**src/rtl/mrac_pkg.sv**
```systemverilog
`default_nettype none

package mrac_pkg;

    localparam int ADDR_W   = 32;
    localparam int WORD_W   = 32;
    localparam int MASTER_W = 3;
    localparam int ACC_W    = 2;
    localparam int RIDX_W   = 4;
    localparam int WSEL_W   = 2;

    localparam logic KIND_CHECK = 1'b0;
    localparam logic KIND_DESC  = 1'b1;

    localparam logic [ACC_W-1:0] ACC_READ    = 2'd0;
    localparam logic [ACC_W-1:0] ACC_WRITE   = 2'd1;
    localparam logic [ACC_W-1:0] ACC_EXEC    = 2'd2;
    localparam logic [ACC_W-1:0] ACC_INVALID = 2'd3;

    localparam logic [WSEL_W-1:0] WSEL_START = 2'd0;
    localparam logic [WSEL_W-1:0] WSEL_END   = 2'd1;
    localparam logic [WSEL_W-1:0] WSEL_ACL   = 2'd2;
    localparam logic [WSEL_W-1:0] WSEL_VALID = 2'd3;

    localparam logic [1:0] MODE_RWX  = 2'd0;
    localparam logic [1:0] MODE_RX   = 2'd1;
    localparam logic [1:0] MODE_RW   = 2'd2;
    localparam logic [1:0] MODE_USER = 2'd3;

    localparam int   FIELD_W      = 6;
    localparam int   BUS_EN_BASE  = 24;

    localparam int   CFG_IDX_W  = 1;
    localparam logic [CFG_IDX_W-1:0] CFG_AVAIL  = 1'b0;
    localparam logic [CFG_IDX_W-1:0] CFG_ENABLE = 1'b1;

    typedef struct packed {
        logic                kind;
        logic [ADDR_W-1:0]   address;
        logic [MASTER_W-1:0] master;
        logic                supervisor;
        logic [ACC_W-1:0]    access_type;
        logic [RIDX_W-1:0]   region_index;
        logic [WSEL_W-1:0]   word_select;
        logic [WORD_W-1:0]   word_value;
    } t_in_item;

    typedef struct packed {
        logic                allowed;
        logic                violation;
        logic                error_flag;
        logic [ADDR_W-1:0]   error_address;
        logic [MASTER_W-1:0] error_master;
        logic [ACC_W-1:0]    error_access;
    } t_out_item;

    typedef struct packed {
        logic                en;
        logic [RIDX_W-1:0]   idx;
        logic [WSEL_W-1:0]   sel;
        logic [WORD_W-1:0]   data;
    } t_desc_wr;

    typedef struct packed {
        logic [WORD_W-1:0] lo_addr;
        logic [WORD_W-1:0] hi_addr;
        logic [WORD_W-1:0] acl;
        logic              valid;
    } t_region;

endpackage

`default_nettype wire

```
**src/rtl/mrac_region_store.sv**
```systemverilog
`default_nettype none

module mrac_region_store #(
    parameter int REGION_COUNT = 12
) (
    input  wire                   i_clk,
    input  wire                   i_rst_n,
    input  mrac_pkg::t_desc_wr    i_wr,
    input  wire                   i_rd_en,
    input  wire [((REGION_COUNT > 1) ? $clog2(REGION_COUNT) : 1)-1:0] i_rd_addr,
    output mrac_pkg::t_region     o_region
);
    import mrac_pkg::*;

    localparam int RW = (REGION_COUNT > 1) ? $clog2(REGION_COUNT) : 1;

    logic [WORD_W-1:0] m_lo  [REGION_COUNT];
    logic [WORD_W-1:0] m_hi  [REGION_COUNT];
    logic [WORD_W-1:0] m_acl [REGION_COUNT];

    logic [REGION_COUNT-1:0] r_lo_wr;
    logic [REGION_COUNT-1:0] r_hi_wr;
    logic [REGION_COUNT-1:0] r_acl_wr;
    logic [REGION_COUNT-1:0] r_valid;

    logic [WORD_W-1:0] r_lo_q;
    logic [WORD_W-1:0] r_hi_q;
    logic [WORD_W-1:0] r_acl_q;
    logic              r_lo_ok;
    logic              r_hi_ok;
    logic              r_acl_ok;
    logic              r_valid_q;

    logic [RW-1:0] wr_addr;
    logic          wr_ok;

    assign wr_addr = i_wr.idx[RW-1:0];
    assign wr_ok   = i_wr.en && (32'(i_wr.idx) < REGION_COUNT);

    always_ff @(posedge i_clk) begin
        if (wr_ok) begin
            case (i_wr.sel)
                WSEL_START: m_lo[wr_addr]  <= i_wr.data;
                WSEL_END:   m_hi[wr_addr]  <= i_wr.data;
                WSEL_ACL:   m_acl[wr_addr] <= i_wr.data;
                default: ;
            endcase
        end
        if (i_rd_en) begin
            r_lo_q  <= m_lo[i_rd_addr];
            r_hi_q  <= m_hi[i_rd_addr];
            r_acl_q <= m_acl[i_rd_addr];
        end
    end

    always_ff @(posedge i_clk) begin
        if (!i_rst_n) begin
            r_lo_wr   <= '0;
            r_hi_wr   <= '0;
            r_acl_wr  <= '0;
            r_valid   <= '0;
            r_lo_ok   <= 1'b0;
            r_hi_ok   <= 1'b0;
            r_acl_ok  <= 1'b0;
            r_valid_q <= 1'b0;
        end else begin
            if (wr_ok) begin
                case (i_wr.sel)
                    WSEL_START: r_lo_wr[wr_addr]  <= 1'b1;
                    WSEL_END:   r_hi_wr[wr_addr]  <= 1'b1;
                    WSEL_ACL:   r_acl_wr[wr_addr] <= 1'b1;
                    WSEL_VALID: r_valid[wr_addr]  <= i_wr.data[0];
                    default: ;
                endcase
            end
            if (i_rd_en) begin
                r_lo_ok   <= r_lo_wr[i_rd_addr];
                r_hi_ok   <= r_hi_wr[i_rd_addr];
                r_acl_ok  <= r_acl_wr[i_rd_addr];
                r_valid_q <= r_valid[i_rd_addr];
            end
        end
    end

    // words not written since reset read as zero
    assign o_region.lo_addr = r_lo_ok  ? r_lo_q  : '0;
    assign o_region.hi_addr = r_hi_ok  ? r_hi_q  : '0;
    assign o_region.acl     = r_acl_ok ? r_acl_q : '0;
    assign o_region.valid   = r_valid_q;

endmodule

`default_nettype wire

```
**src/rtl/mrac_match_unit.sv**
```systemverilog
`default_nettype none

module mrac_match_unit (
    input  wire [mrac_pkg::ADDR_W-1:0]   i_address,
    input  wire [mrac_pkg::MASTER_W-1:0] i_master,
    input  wire                          i_supervisor,
    input  wire [mrac_pkg::ACC_W-1:0]    i_access_type,
    input  mrac_pkg::t_region            i_region,
    output logic                         o_hit
);
    import mrac_pkg::*;

    logic [FIELD_W-1:0] field;
    logic [1:0]         bus_en;
    logic               user_ok;
    logic               perm;
    logic               in_range;

    always_comb begin
        case (i_master[1:0])
            2'd0:    field = i_region.acl[0*FIELD_W +: FIELD_W];
            2'd1:    field = i_region.acl[1*FIELD_W +: FIELD_W];
            2'd2:    field = i_region.acl[2*FIELD_W +: FIELD_W];
            default: field = i_region.acl[3*FIELD_W +: FIELD_W];
        endcase
        bus_en = i_region.acl[BUS_EN_BASE + 2*i_master[1:0] +: 2];

        case (i_access_type)
            ACC_READ:  user_ok = field[2];
            ACC_WRITE: user_ok = field[1];
            default:   user_ok = field[0];
        endcase

        if (!i_master[2]) begin
            if (!i_supervisor) begin
                perm = user_ok;
            end else begin
                case (field[4:3])
                    MODE_RWX: perm = 1'b1;
                    MODE_RX:  perm = (i_access_type != ACC_WRITE);
                    MODE_RW:  perm = (i_access_type != ACC_EXEC);
                    default:  perm = user_ok;
                endcase
            end
        end else begin
            case (i_access_type)
                ACC_READ:  perm = bus_en[1];
                ACC_WRITE: perm = bus_en[0];
                default:   perm = 1'b0;
            endcase
        end

        in_range = (i_address >= i_region.lo_addr) && (i_address <= i_region.hi_addr);
        o_hit    = i_region.valid && in_range && perm;
    end

endmodule

`default_nettype wire

```
**src/rtl/mpu_region_access_check_unit.sv**
```systemverilog
// Channel    Handshake                   Payload
// in         i_in_valid / o_in_stall     i_in  (t_in_item)
// out        o_out_valid / i_out_stall   o_out (t_out_item)
// cfg        i_cfg_valid / o_cfg_ready   i_cfg_index, i_cfg_data
//
// A descriptor write, or an access decided without a scan, goes from idle straight to the done state.
// A scanned access reads and compares one region per cycle through the
// shared match unit, lets the last read drain, then loads the result when
// the result register is not held by a stall, and returns to idle.
// Reset clears the region table's valid and written flags, the error record and the sequencer.
// The result register lets the next transfer in while a result is stalled.
`default_nettype none

module mpu_region_access_check_unit #(
    parameter int REGION_COUNT = 12,
    parameter int MASTER_COUNT = 8
) (
    input  wire                              i_clk,
    input  wire                              i_rst_n,
    input  wire                              i_in_valid,
    output logic                             o_in_stall,
    input  mrac_pkg::t_in_item               i_in,
    output logic                             o_out_valid,
    input  wire                              i_out_stall,
    output mrac_pkg::t_out_item              o_out,
    input  wire                              i_cfg_valid,
    output logic                             o_cfg_ready,
    input  wire [mrac_pkg::CFG_IDX_W-1:0]    i_cfg_index,
    input  wire                              i_cfg_data
);
    import mrac_pkg::*;

    localparam int RW = (REGION_COUNT > 1) ? $clog2(REGION_COUNT) : 1;
    localparam int CW = $clog2(REGION_COUNT + 1);

    typedef enum logic [2:0] {
        S_IDLE = 3'b001,
        S_SCAN = 3'b010,
        S_DONE = 3'b100
    } t_state;

    t_state r_state, n_state;
    logic [CW-1:0] r_cnt, n_cnt;
    logic          r_pend;
    logic          r_allow, n_allow;
    logic          r_scan, n_scan;
    t_in_item      r_item;

    logic                r_avail;
    logic                r_enable;
    logic                r_err;
    logic [ADDR_W-1:0]   r_err_addr;
    logic [MASTER_W-1:0] r_err_master;
    logic [ACC_W-1:0]    r_err_acc;

    t_out_item r_out;
    logic      r_out_vld;

    t_desc_wr  desc_wr;
    t_region   region;
    logic      in_acc;
    logic      scan_more;
    logic      rd_en;
    logic      hit;
    logic      load;
    logic      viol;

    assign in_acc    = i_in_valid && (r_state == S_IDLE);
    assign scan_more = r_cnt < CW'(REGION_COUNT);
    assign rd_en     = (r_state == S_SCAN) && scan_more;
    assign load      = (r_state == S_DONE) && (!r_out_vld || !i_out_stall);
    assign viol      = r_scan && !r_allow;

    assign desc_wr.en   = in_acc && (i_in.kind == KIND_DESC);
    assign desc_wr.idx  = i_in.region_index;
    assign desc_wr.sel  = i_in.word_select;
    assign desc_wr.data = i_in.word_value;

    mrac_region_store #(
        .REGION_COUNT (REGION_COUNT)
    ) u_store (
        .i_clk     (i_clk),
        .i_rst_n   (i_rst_n),
        .i_wr      (desc_wr),
        .i_rd_en   (rd_en),
        .i_rd_addr (r_cnt[RW-1:0]),
        .o_region  (region)
    );

    mrac_match_unit u_match (
        .i_address     (r_item.address),
        .i_master      (r_item.master),
        .i_supervisor  (r_item.supervisor),
        .i_access_type (r_item.access_type),
        .i_region      (region),
        .o_hit         (hit)
    );

    always_comb begin
        n_state = r_state;
        n_cnt   = r_cnt;
        n_allow = r_allow;
        n_scan  = r_scan;
        unique case (r_state)
            S_IDLE: begin
                if (i_in_valid) begin
                    n_cnt   = '0;
                    n_allow = 1'b0;
                    n_scan  = 1'b0;
                    n_state = S_DONE;
                    if (i_in.kind == KIND_CHECK) begin
                        if (i_in.access_type == ACC_INVALID
                            || 32'(i_in.master) >= MASTER_COUNT || !r_avail) begin
                            n_allow = 1'b0;
                        end else if (!r_enable) begin
                            n_allow = 1'b1;
                        end else begin
                            n_scan  = 1'b1;
                            n_state = S_SCAN;
                        end
                    end
                end
            end
            S_SCAN: begin
                if (scan_more) begin
                    n_cnt = r_cnt + 1'b1;
                end
                if (r_pend && hit) begin
                    n_allow = 1'b1;
                end
                if (!scan_more && !r_pend) begin
                    n_state = S_DONE;
                end
            end
            S_DONE: begin
                if (load) begin
                    n_state = S_IDLE;
                end
            end
            default: n_state = S_IDLE;
        endcase
    end

    always_ff @(posedge i_clk) begin
        if (!i_rst_n) begin
            r_state      <= S_IDLE;
            r_cnt        <= '0;
            r_pend       <= 1'b0;
            r_allow      <= 1'b0;
            r_scan       <= 1'b0;
            r_avail      <= 1'b1;
            r_enable     <= 1'b1;
            r_err        <= 1'b0;
            r_err_addr   <= '0;
            r_err_master <= '0;
            r_err_acc    <= '0;
            r_out_vld    <= 1'b0;
        end else begin
            r_state <= n_state;
            r_cnt   <= n_cnt;
            r_pend  <= rd_en;
            r_allow <= n_allow;
            r_scan  <= n_scan;
            if (i_cfg_valid) begin
                unique case (i_cfg_index)
                    CFG_AVAIL:  r_avail  <= i_cfg_data;
                    CFG_ENABLE: r_enable <= i_cfg_data;
                    default: ;
                endcase
            end
            if (load && viol) begin
                r_err        <= 1'b1;
                r_err_addr   <= r_item.address;
                r_err_master <= r_item.master;
                r_err_acc    <= r_item.access_type;
            end
            if (load) begin
                r_out_vld <= 1'b1;
            end else if (!i_out_stall) begin
                r_out_vld <= 1'b0;
            end
        end
    end

    always_ff @(posedge i_clk) begin
        if (in_acc) begin
            r_item <= i_in;
        end
        if (load) begin
            r_out.allowed       <= r_allow;
            r_out.violation     <= viol;
            r_out.error_flag    <= r_err || viol;
            r_out.error_address <= viol ? r_item.address     : r_err_addr;
            r_out.error_master  <= viol ? r_item.master      : r_err_master;
            r_out.error_access  <= viol ? r_item.access_type : r_err_acc;
        end
    end

    assign o_in_stall  = (r_state != S_IDLE);
    assign o_out_valid = r_out_vld;
    assign o_out       = r_out;
    assign o_cfg_ready = 1'b1;

endmodule

`default_nettype wire

```
**config.mk**
```make
export PLATFORM = sky130hd
export DESIGN_NAME = mpu_region_access_check_unit
export DESIGN_NICKNAME = d
export VERILOG_FILES = /design/src/rtl/mrac_pkg.sv /design/src/rtl/mrac_region_store.sv /design/src/rtl/mrac_match_unit.sv /design/src/rtl/mpu_region_access_check_unit.sv
export SDC_FILE = /design/constraint.sdc
export NUM_CORES = 2
export LEC_CHECK = 0
export BUFFER_PORTS_ARGS = -buffer_cell sky130_fd_sc_hd__buf_2
export CAP_MARGIN = 25
export CELL_PAD_IN_SITES_DETAIL_PLACEMENT = 1
export CELL_PAD_IN_SITES_GLOBAL_PLACEMENT = 1
export CORE_AREA = 5 5 321 323
export DETAILED_ROUTE_END_ITERATION = 7
export DIE_AREA = 0 0 326 328
export PLACE_DENSITY_LB_ADDON = 0.05
export SYNTH_ARGS = -nofsm -noshare
export SYNTH_HDL_FRONTEND = slang
export SYNTH_SLANG_ARGS = --single-unit
```
**constraint.sdc**
```tcl
create_clock -name i_clk -period 4.25 [get_ports i_clk]
set_clock_uncertainty 0.15 [all_clocks]
set_input_delay 0.425 -clock i_clk [delete_from_list [all_inputs] [get_ports i_clk]]
set_output_delay 0.425 -clock i_clk [all_outputs]
set_load 0.02 [all_outputs]
```
# --- Word-level counts from Yosys, hierarchy flattened ---
# Memory sizes are Yosys's and may differ from the RTL's. A register that Yosys moved wholly into a read port is not among the register bits.
# Index checks and enable logic that the tools add are counted.
totals:
  register_bits: 181
  ramBits: 1152
  inputBits: 84
  mem_count: 3
op_classes:
  add_sub_neg: 2
  order_cmp: 7
  eq_ne: 21
  shifts: 1
  n_mux: 53
  bitwise: 4
  n_reduce_logical: 37
memory_table:
  columns: ["name", "depth", "width", "read_ports", "rd_ports_with_merged_regs", "wr", "line_no", "rtl"]
  rows:
  - ["u_store.m_acl", 12, 32, 1, 1, 1, "mrac_region_store.sv:19", "logic [WORD_W-1:0] m_acl [REGION_COUNT];"]
  - ["u_store.m_hi", 12, 32, 1, 1, 1, "mrac_region_store.sv:18", "logic [WORD_W-1:0] m_hi [REGION_COUNT];"]
  - ["u_store.m_lo", 12, 32, 1, 1, 1, "mrac_region_store.sv:17", "logic [WORD_W-1:0] m_lo [REGION_COUNT];"]
op_table:
  columns: ["op", "count"]
  rows:
  - ["$mux 32", 4]
  - ["$or 12x12->12", 3]
  - ["$ge 32x32->1", 1]
  - ["$le 32x32->1", 1]
  - ["$shiftx 32x7->2", 1]
  - ["$mux 1", 26]
  - ["$mux 3", 7]
  - ["$bmux 1 s4", 4]
  - ["$pmux 5 s3", 1]
  - ["$reduce_and 2->1", 7]
  - ["$logic_and 1x1->1", 13]
  - ["$bwmux 12", 1]
  - ["$eq 2x2->1 const B", 5]
  - ["$lt 4x5->1 const B", 2]
  - ["$pmux 3 s3", 1]
  - ["$reduce_and 3->1", 3]
  - ["$eq 2x1->1 const B", 4]
  - ["$logic_not 2->1", 4]
  - ["$lt 4x4->1 const B", 2]
  - ["$mux 4", 2]
  - ["$ne 2x1->1 const B", 4]
  - ["$ne 2x2->1 const B", 4]
  - ["$pmux 4 s2", 1]
  - ["$add 5x3->6 const A", 1]
  - ["other kinds (14)", 23]

# --- Logic depth before layout (Yosys ltp) ---
logic_depth:
  depth_word: 10
  depth_mapped: 13

# --- Cells and area by module ---
# Synthesis repeated with hierarchy kept, for this count alone.
hier_totals:
  cells_unflattened: 2888
  area_unflattened_um2: 55752.2
by_module_without_submodules:
  columns: ["module", "instances", "cells_per_inst", "area_per_inst_um2"]
  rows:
  - ["mrac_region_store", 1, 2267, 48890.6]
  - ["mpu_region_access_check_unit", 1, 365, 4921.0]
  - ["mrac_match_unit", 1, 256, 1940.6]

# --- Worst setup path before layout ---
# No wires, ideal clock.
synth_path:
  path_type: "reg-to-reg"
  start: "reg r_state[0]"
  end: "reg r_err_acc[0]"
  setup_ns: 0.132
  arrival_time_ns: 3.642
  t_required_ns: 3.968
  setup_slack_ns: 0.326
  path_stages_with_launch: 8
  n_path_buf: 1
  synth_period_minus_slack_ns: 3.924
  path_cell_list: "dfxtp_1 nor2_1 nand2_1 a21oi_1 nand2_1 buf_2 nand2_1 a21oi_1"
synth_via:
  elab_chain_len: 3
synth_rtl:
  columns: ["item", "line_no", "rtl"]
  rows:
  - ["start: declaration", "mpu_region_access_check_unit.sv:42", "t_state r_state, n_state;"]
  - ["start signal: assignment", "mpu_region_access_check_unit.sv:159", "r_state <= n_state;"]
  - ["$eq 3x3->1", "mpu_region_access_check_unit.sv:71", "assign load = (r_state == S_DONE) && (!r_out_vld || !i_out_stall);"]
  - ["$logic_and 1x1->1", "mpu_region_access_check_unit.sv:71", null]
  - ["via load", "mpu_region_access_check_unit.sv:65", "logic load;"]
  - ["$logic_and 1x1->1", "mpu_region_access_check_unit.sv:171", "if (load && viol) begin"]
  - ["end signal: assignment", "mpu_region_access_check_unit.sv:175", "r_err_acc <= r_item.access_type;"]
  - ["end: declaration", "mpu_region_access_check_unit.sv:54", "logic [ACC_W-1:0] r_err_acc;"]
# The timed path passes the listed nets, and every way through them passes these cells.
# A chain may end at the register's enable or synchronous reset.

# --- Final worst setup path ---
layout_path:
  start: "reg u_store.r_hi_ok"
  end: "reg r_allow"
layout_via:
  elab_chain_len: 8
layout_rtl:
  columns: ["item", "line_no", "rtl"]
  rows:
  - ["start: declaration", "mrac_region_store.sv:30", "logic r_hi_ok;"]
  - ["start signal: assignment", "mrac_region_store.sv:78", "r_hi_ok <= r_hi_wr[i_rd_addr];"]
  - ["$mux 32", "mrac_region_store.sv:87", "assign o_region.hi_addr = r_hi_ok ? r_hi_q : '0;"]
  - ["$le 32x32->1", "mrac_match_unit.sv:53", "in_range = (i_address >= i_region.lo_addr) && (i_address <= i_region.hi_addr);"]
  - ["$logic_and 1x1->1", "mrac_match_unit.sv:53", null]
  - ["$logic_and 1x1->1 (2 in a row)", "mrac_match_unit.sv:54", "o_hit = i_region.valid && in_range && perm;"]
  - ["$logic_and 1x1->1", "mpu_region_access_check_unit.sv:128", "if (r_pend && hit) begin"]
  - ["$ne 2x1->1 (no source line)", null, null]
  - ["$reduce_and 3->1 (no source line)", null, null]
  - ["end signal: assignment", "mpu_region_access_check_unit.sv:162", "r_allow <= n_allow;"]
  - ["end: declaration", "mpu_region_access_check_unit.sv:45", "logic r_allow, n_allow;"]
# No other way between the ends.

==> results.md <==
- Cell variety after synth: 59
- Layout Cells excl Fill: 4418
- Crit path launch type: flip-flop
- Io pins: 127
- Max_cap viols: 0
- Final period util: 0.7425
- CTS tree: yes
- RSZ-0062 raised after global routing: false
- Most frequent cell after synthesis: edfxtp_1
- Routed len/inst: 31.16 um
- GRT busiest layer: met2
- Critical Path AT: 3.66 ns
- Die extent in x: 326 um
- Buffers on Ports: 125
- FF-to-FF path depth: 9
- Starting Density: 0.5362
- First-pass iteration count of the detailed router: 5
- Commonest cells in the synthesized netlist: edfxtp_1, mux4_2, nand2_1, mux2i_1, dfxtp_1
- Synth warn: 0
- Crit Path Category: reg -> reg
- Worst-margin pin slew: 0.9840 ns
- Synth Area in Simple Gates: 0.03729
- Worst setup EP type: flip-flop
- Outcome: complete, no violations
- Peak supply drop: 0.4049 mV
- DRT iter0 DRCs: 2579
- Clock Pin Slew Worst Setup and Hold Paths: 0.06 ns
- CTS H-tree depth: 4
- DR vias: 27360
- Area contributors post-synth: edfxtp_1, mux4_2, dfxtp_1, mux2i_1, nand2_1
- Total wire length: 137.7 mm
- # rows: 116
- First-pass GRT wire length: 201.8 mm
- Worst slew margin: 0.3371
- Die Span Y: 328 um
- Setup-failing EPs final: 0
- Xor/xnor share of the synthesized area: 0.0001641
- Syn avg cell area: 19.62 um^2
- #FFs+latches synth: 1377
- Tightest Hold Check Type: in -> reg
- Vias in the first global route: 28870
- Post-Place Cells: 4113
- Fin Setup TNS: 0 ns
- Drc violations: 0
- FFs w/ async S/R, synth: 0
- Fin crit period: 3.156 ns
- Yosys top cell area share: 0.7166
- Post-synthesis compound-gate area fraction: 0.02559
- Clock latency on the worst-skew pair: 0.74 ns
- Met3 Usage GRT: 0.05829
- Die area: 106900 um^2
- Root Driver: clkbuf_16
- CP max FO: 17
- Vias per cell: 6.193
- Layout cells sized above 1: 0.2568
- PwrDens: 445.1 nW/um^2
- Worst hold stages: 2
- Sequential cell area fraction in the yosys report: 0.7553
- Placer Congestion: 0.7975
- Num CTS Buffers: 142
- Post-CTS sizing: 0
- Pins over their slew limit: 0
- Synth Instances: 2721
- Synth area leader: edfxtp_1
- Tot GR Track Use: 0.2602
- Final HPWL DP: 83.03 mm
- Grt total ovfl: 0
- Fraction of the mapped netlist area in adder cells: 0.01594
- Clock sinks: 1377
- CORE AREA: 99570 um^2
- Largest net degree at the start of global routing: 67
- Post-synth EDFFs: 1274
- Leak: 18.75 nW
- Mux contribution to synthesized area: 0.1526
- Nets@finish: 3167
- Post-DRT Antenna Nets: 0
- Worst path required time: 4.76 ns
- GR Util met2: 0.4019
- Syn_nets: 2873
- Initial antenna violation count: 14
- Area growth from synthesis to layout: 14.10%
- Final Hold Viols: 0
- Top_reg_cell synth: edfxtp_1
- Largest family of logic cells by synthesized area: multiplexers
- Met1 usage: 0.3836
- Mapped cell area: 53380 um^2
- Maximum clock path buffer count: 3
- Peak Freq: 316.9 MHz
-- per-stage QoR --
stage	hold slack (ns)	worst slack [ns]	cell area, um^2	total power [W]	util
CTS	0.04243	1.052	60850	0.02735	0.6111
global route	0.1025	0.8079	60910	0.02805	0.6118
floorplan	0.2811	0.3258	53380	0.01552	-
detailed placement	0.2977	1.082	56160	0.01593	0.5640
finish	0.09662	1.094	60910	0.02711	0.6118
global placement	0.2884	1.129	56150	0.01588	0.5639
-- layer usage --
| metal | wire, um | part of all wire |
|---|---|---|
| met1 | 61020 | 0.44 |
| met2 | 63770 | 0.46 |
| met3 | 9767 | 0.071 |
| met4 | 3088 | 0.022 |
| met5 | 13 | 0.000094 |
-- sequential cells by signal (all words and copies together) (netlist names), 2 cells and up --
| name | flops |
|---|---|
| o_out | 40 |
| r_cnt | 4 |
| r_err_acc | 2 |
| r_err_addr | 32 |
| r_err_master | 3 |
| r_item | 38 |
| r_state | 3 |
| u_store.m_acl | 336 |
| u_store.m_hi | 384 |
| u_store.m_lo | 384 |
| u_store.r_acl_q | 28 |
| u_store.r_acl_wr | 12 |
| u_store.r_hi_q | 32 |
| u_store.r_hi_wr | 12 |
| u_store.r_lo_q | 32 |
| u_store.r_lo_wr | 12 |
| u_store.r_valid | 12 |
-- area by class of cell --
type | instances | area [um^2]
sequential | 1377 | 40330
fill | 8415 | 38650
multi-input combinational | 1195 | 12580
clock buffer | 192 | 3854
timing repair buffer | 287 | 2132
tap | 1298 | 1624
clock inverter | 56 | 337.8
inverter | 12 | 47.55
antenna | 1 | 2.502
-- cells in the final DEF, fill, tap and decap left out, types with 5 or more instances in the layout --
cell type         n
clkbuf_8          7
nand2_1         264
nand3_1          15
nand2b_1          6
ha_1             68
mux2i_1         114
buf_12           13
nor2b_1           9
buf_2           125
nor2_1           70
dfxtp_1          99
mux2_2           42
clkinv_1         29
edfxtp_1       1274
buf_4            95
o21a_1           26
a21oi_1          66
clkbuf_16       144
clkbuf_1         41
and4_1            7
a21o_1            7
inv_6             7
o21ai_0         100
nor2_4           36
clkinv_2         15
dlygate4sd3_1    51
inv_1             9
o22ai_1           5
nor3_1            6
mux4_2          290
nand4_1          10
-- final timing paths --
kind         slack (ns)       startpoint        endpoint
min reg2reg        0.31   r_err_addr[14]  r_err_addr[14]
max reg2reg        1.09  u_store.r_hi_ok         r_allow
min                 0.1          i_rst_n      r_state[0]
max                1.09  u_store.r_hi_ok         r_allow
-- kinds of logic (layout without fill, tap and decap cells) --
family,Yosys count,count (layout)
buffers and inverters,149,547
AO/OA/AOI/OAI,232,232
AND/OR/NAND/NOR,447,447
flip-flops,1377,1377
XOR/XNOR,1,1
adder cells (fa/ha/maj),68,68
multiplexers,446,446
other,1,2
-- power by group --
part | leakage, nW | switching, W | total, W | internal (W)
clock | 2.05 | 0.00497 | 0.0114 | 0.00645
sequential | 12.3 | 0.0000882 | 0.0150 | 0.0149
combinational | 4.44 | 0.000484 | 0.000725 | 0.000241
total | 18.8 | 0.00554 | 0.0271 | 0.0216
-- worst max-delay path, stage by stage (launching register included) --
cell      delay [ns]
dfxtp_1         0.64
buf_4           0.30
nand2_1         0.08
ha_1            0.32
a21oi_1         0.17
o21ai_0         0.11
a221o_1         0.34
o311ai_0        0.60
nand4_1         0.18
o22ai_1         0.18
-- what timing repair did --
item,4_1_cts,5_1_grt
buffers inserted,0,0
hold buffers,50,1
endpoints found under the hold margin,140,12
Note: power is estimated with default switching activity, not from simulation.
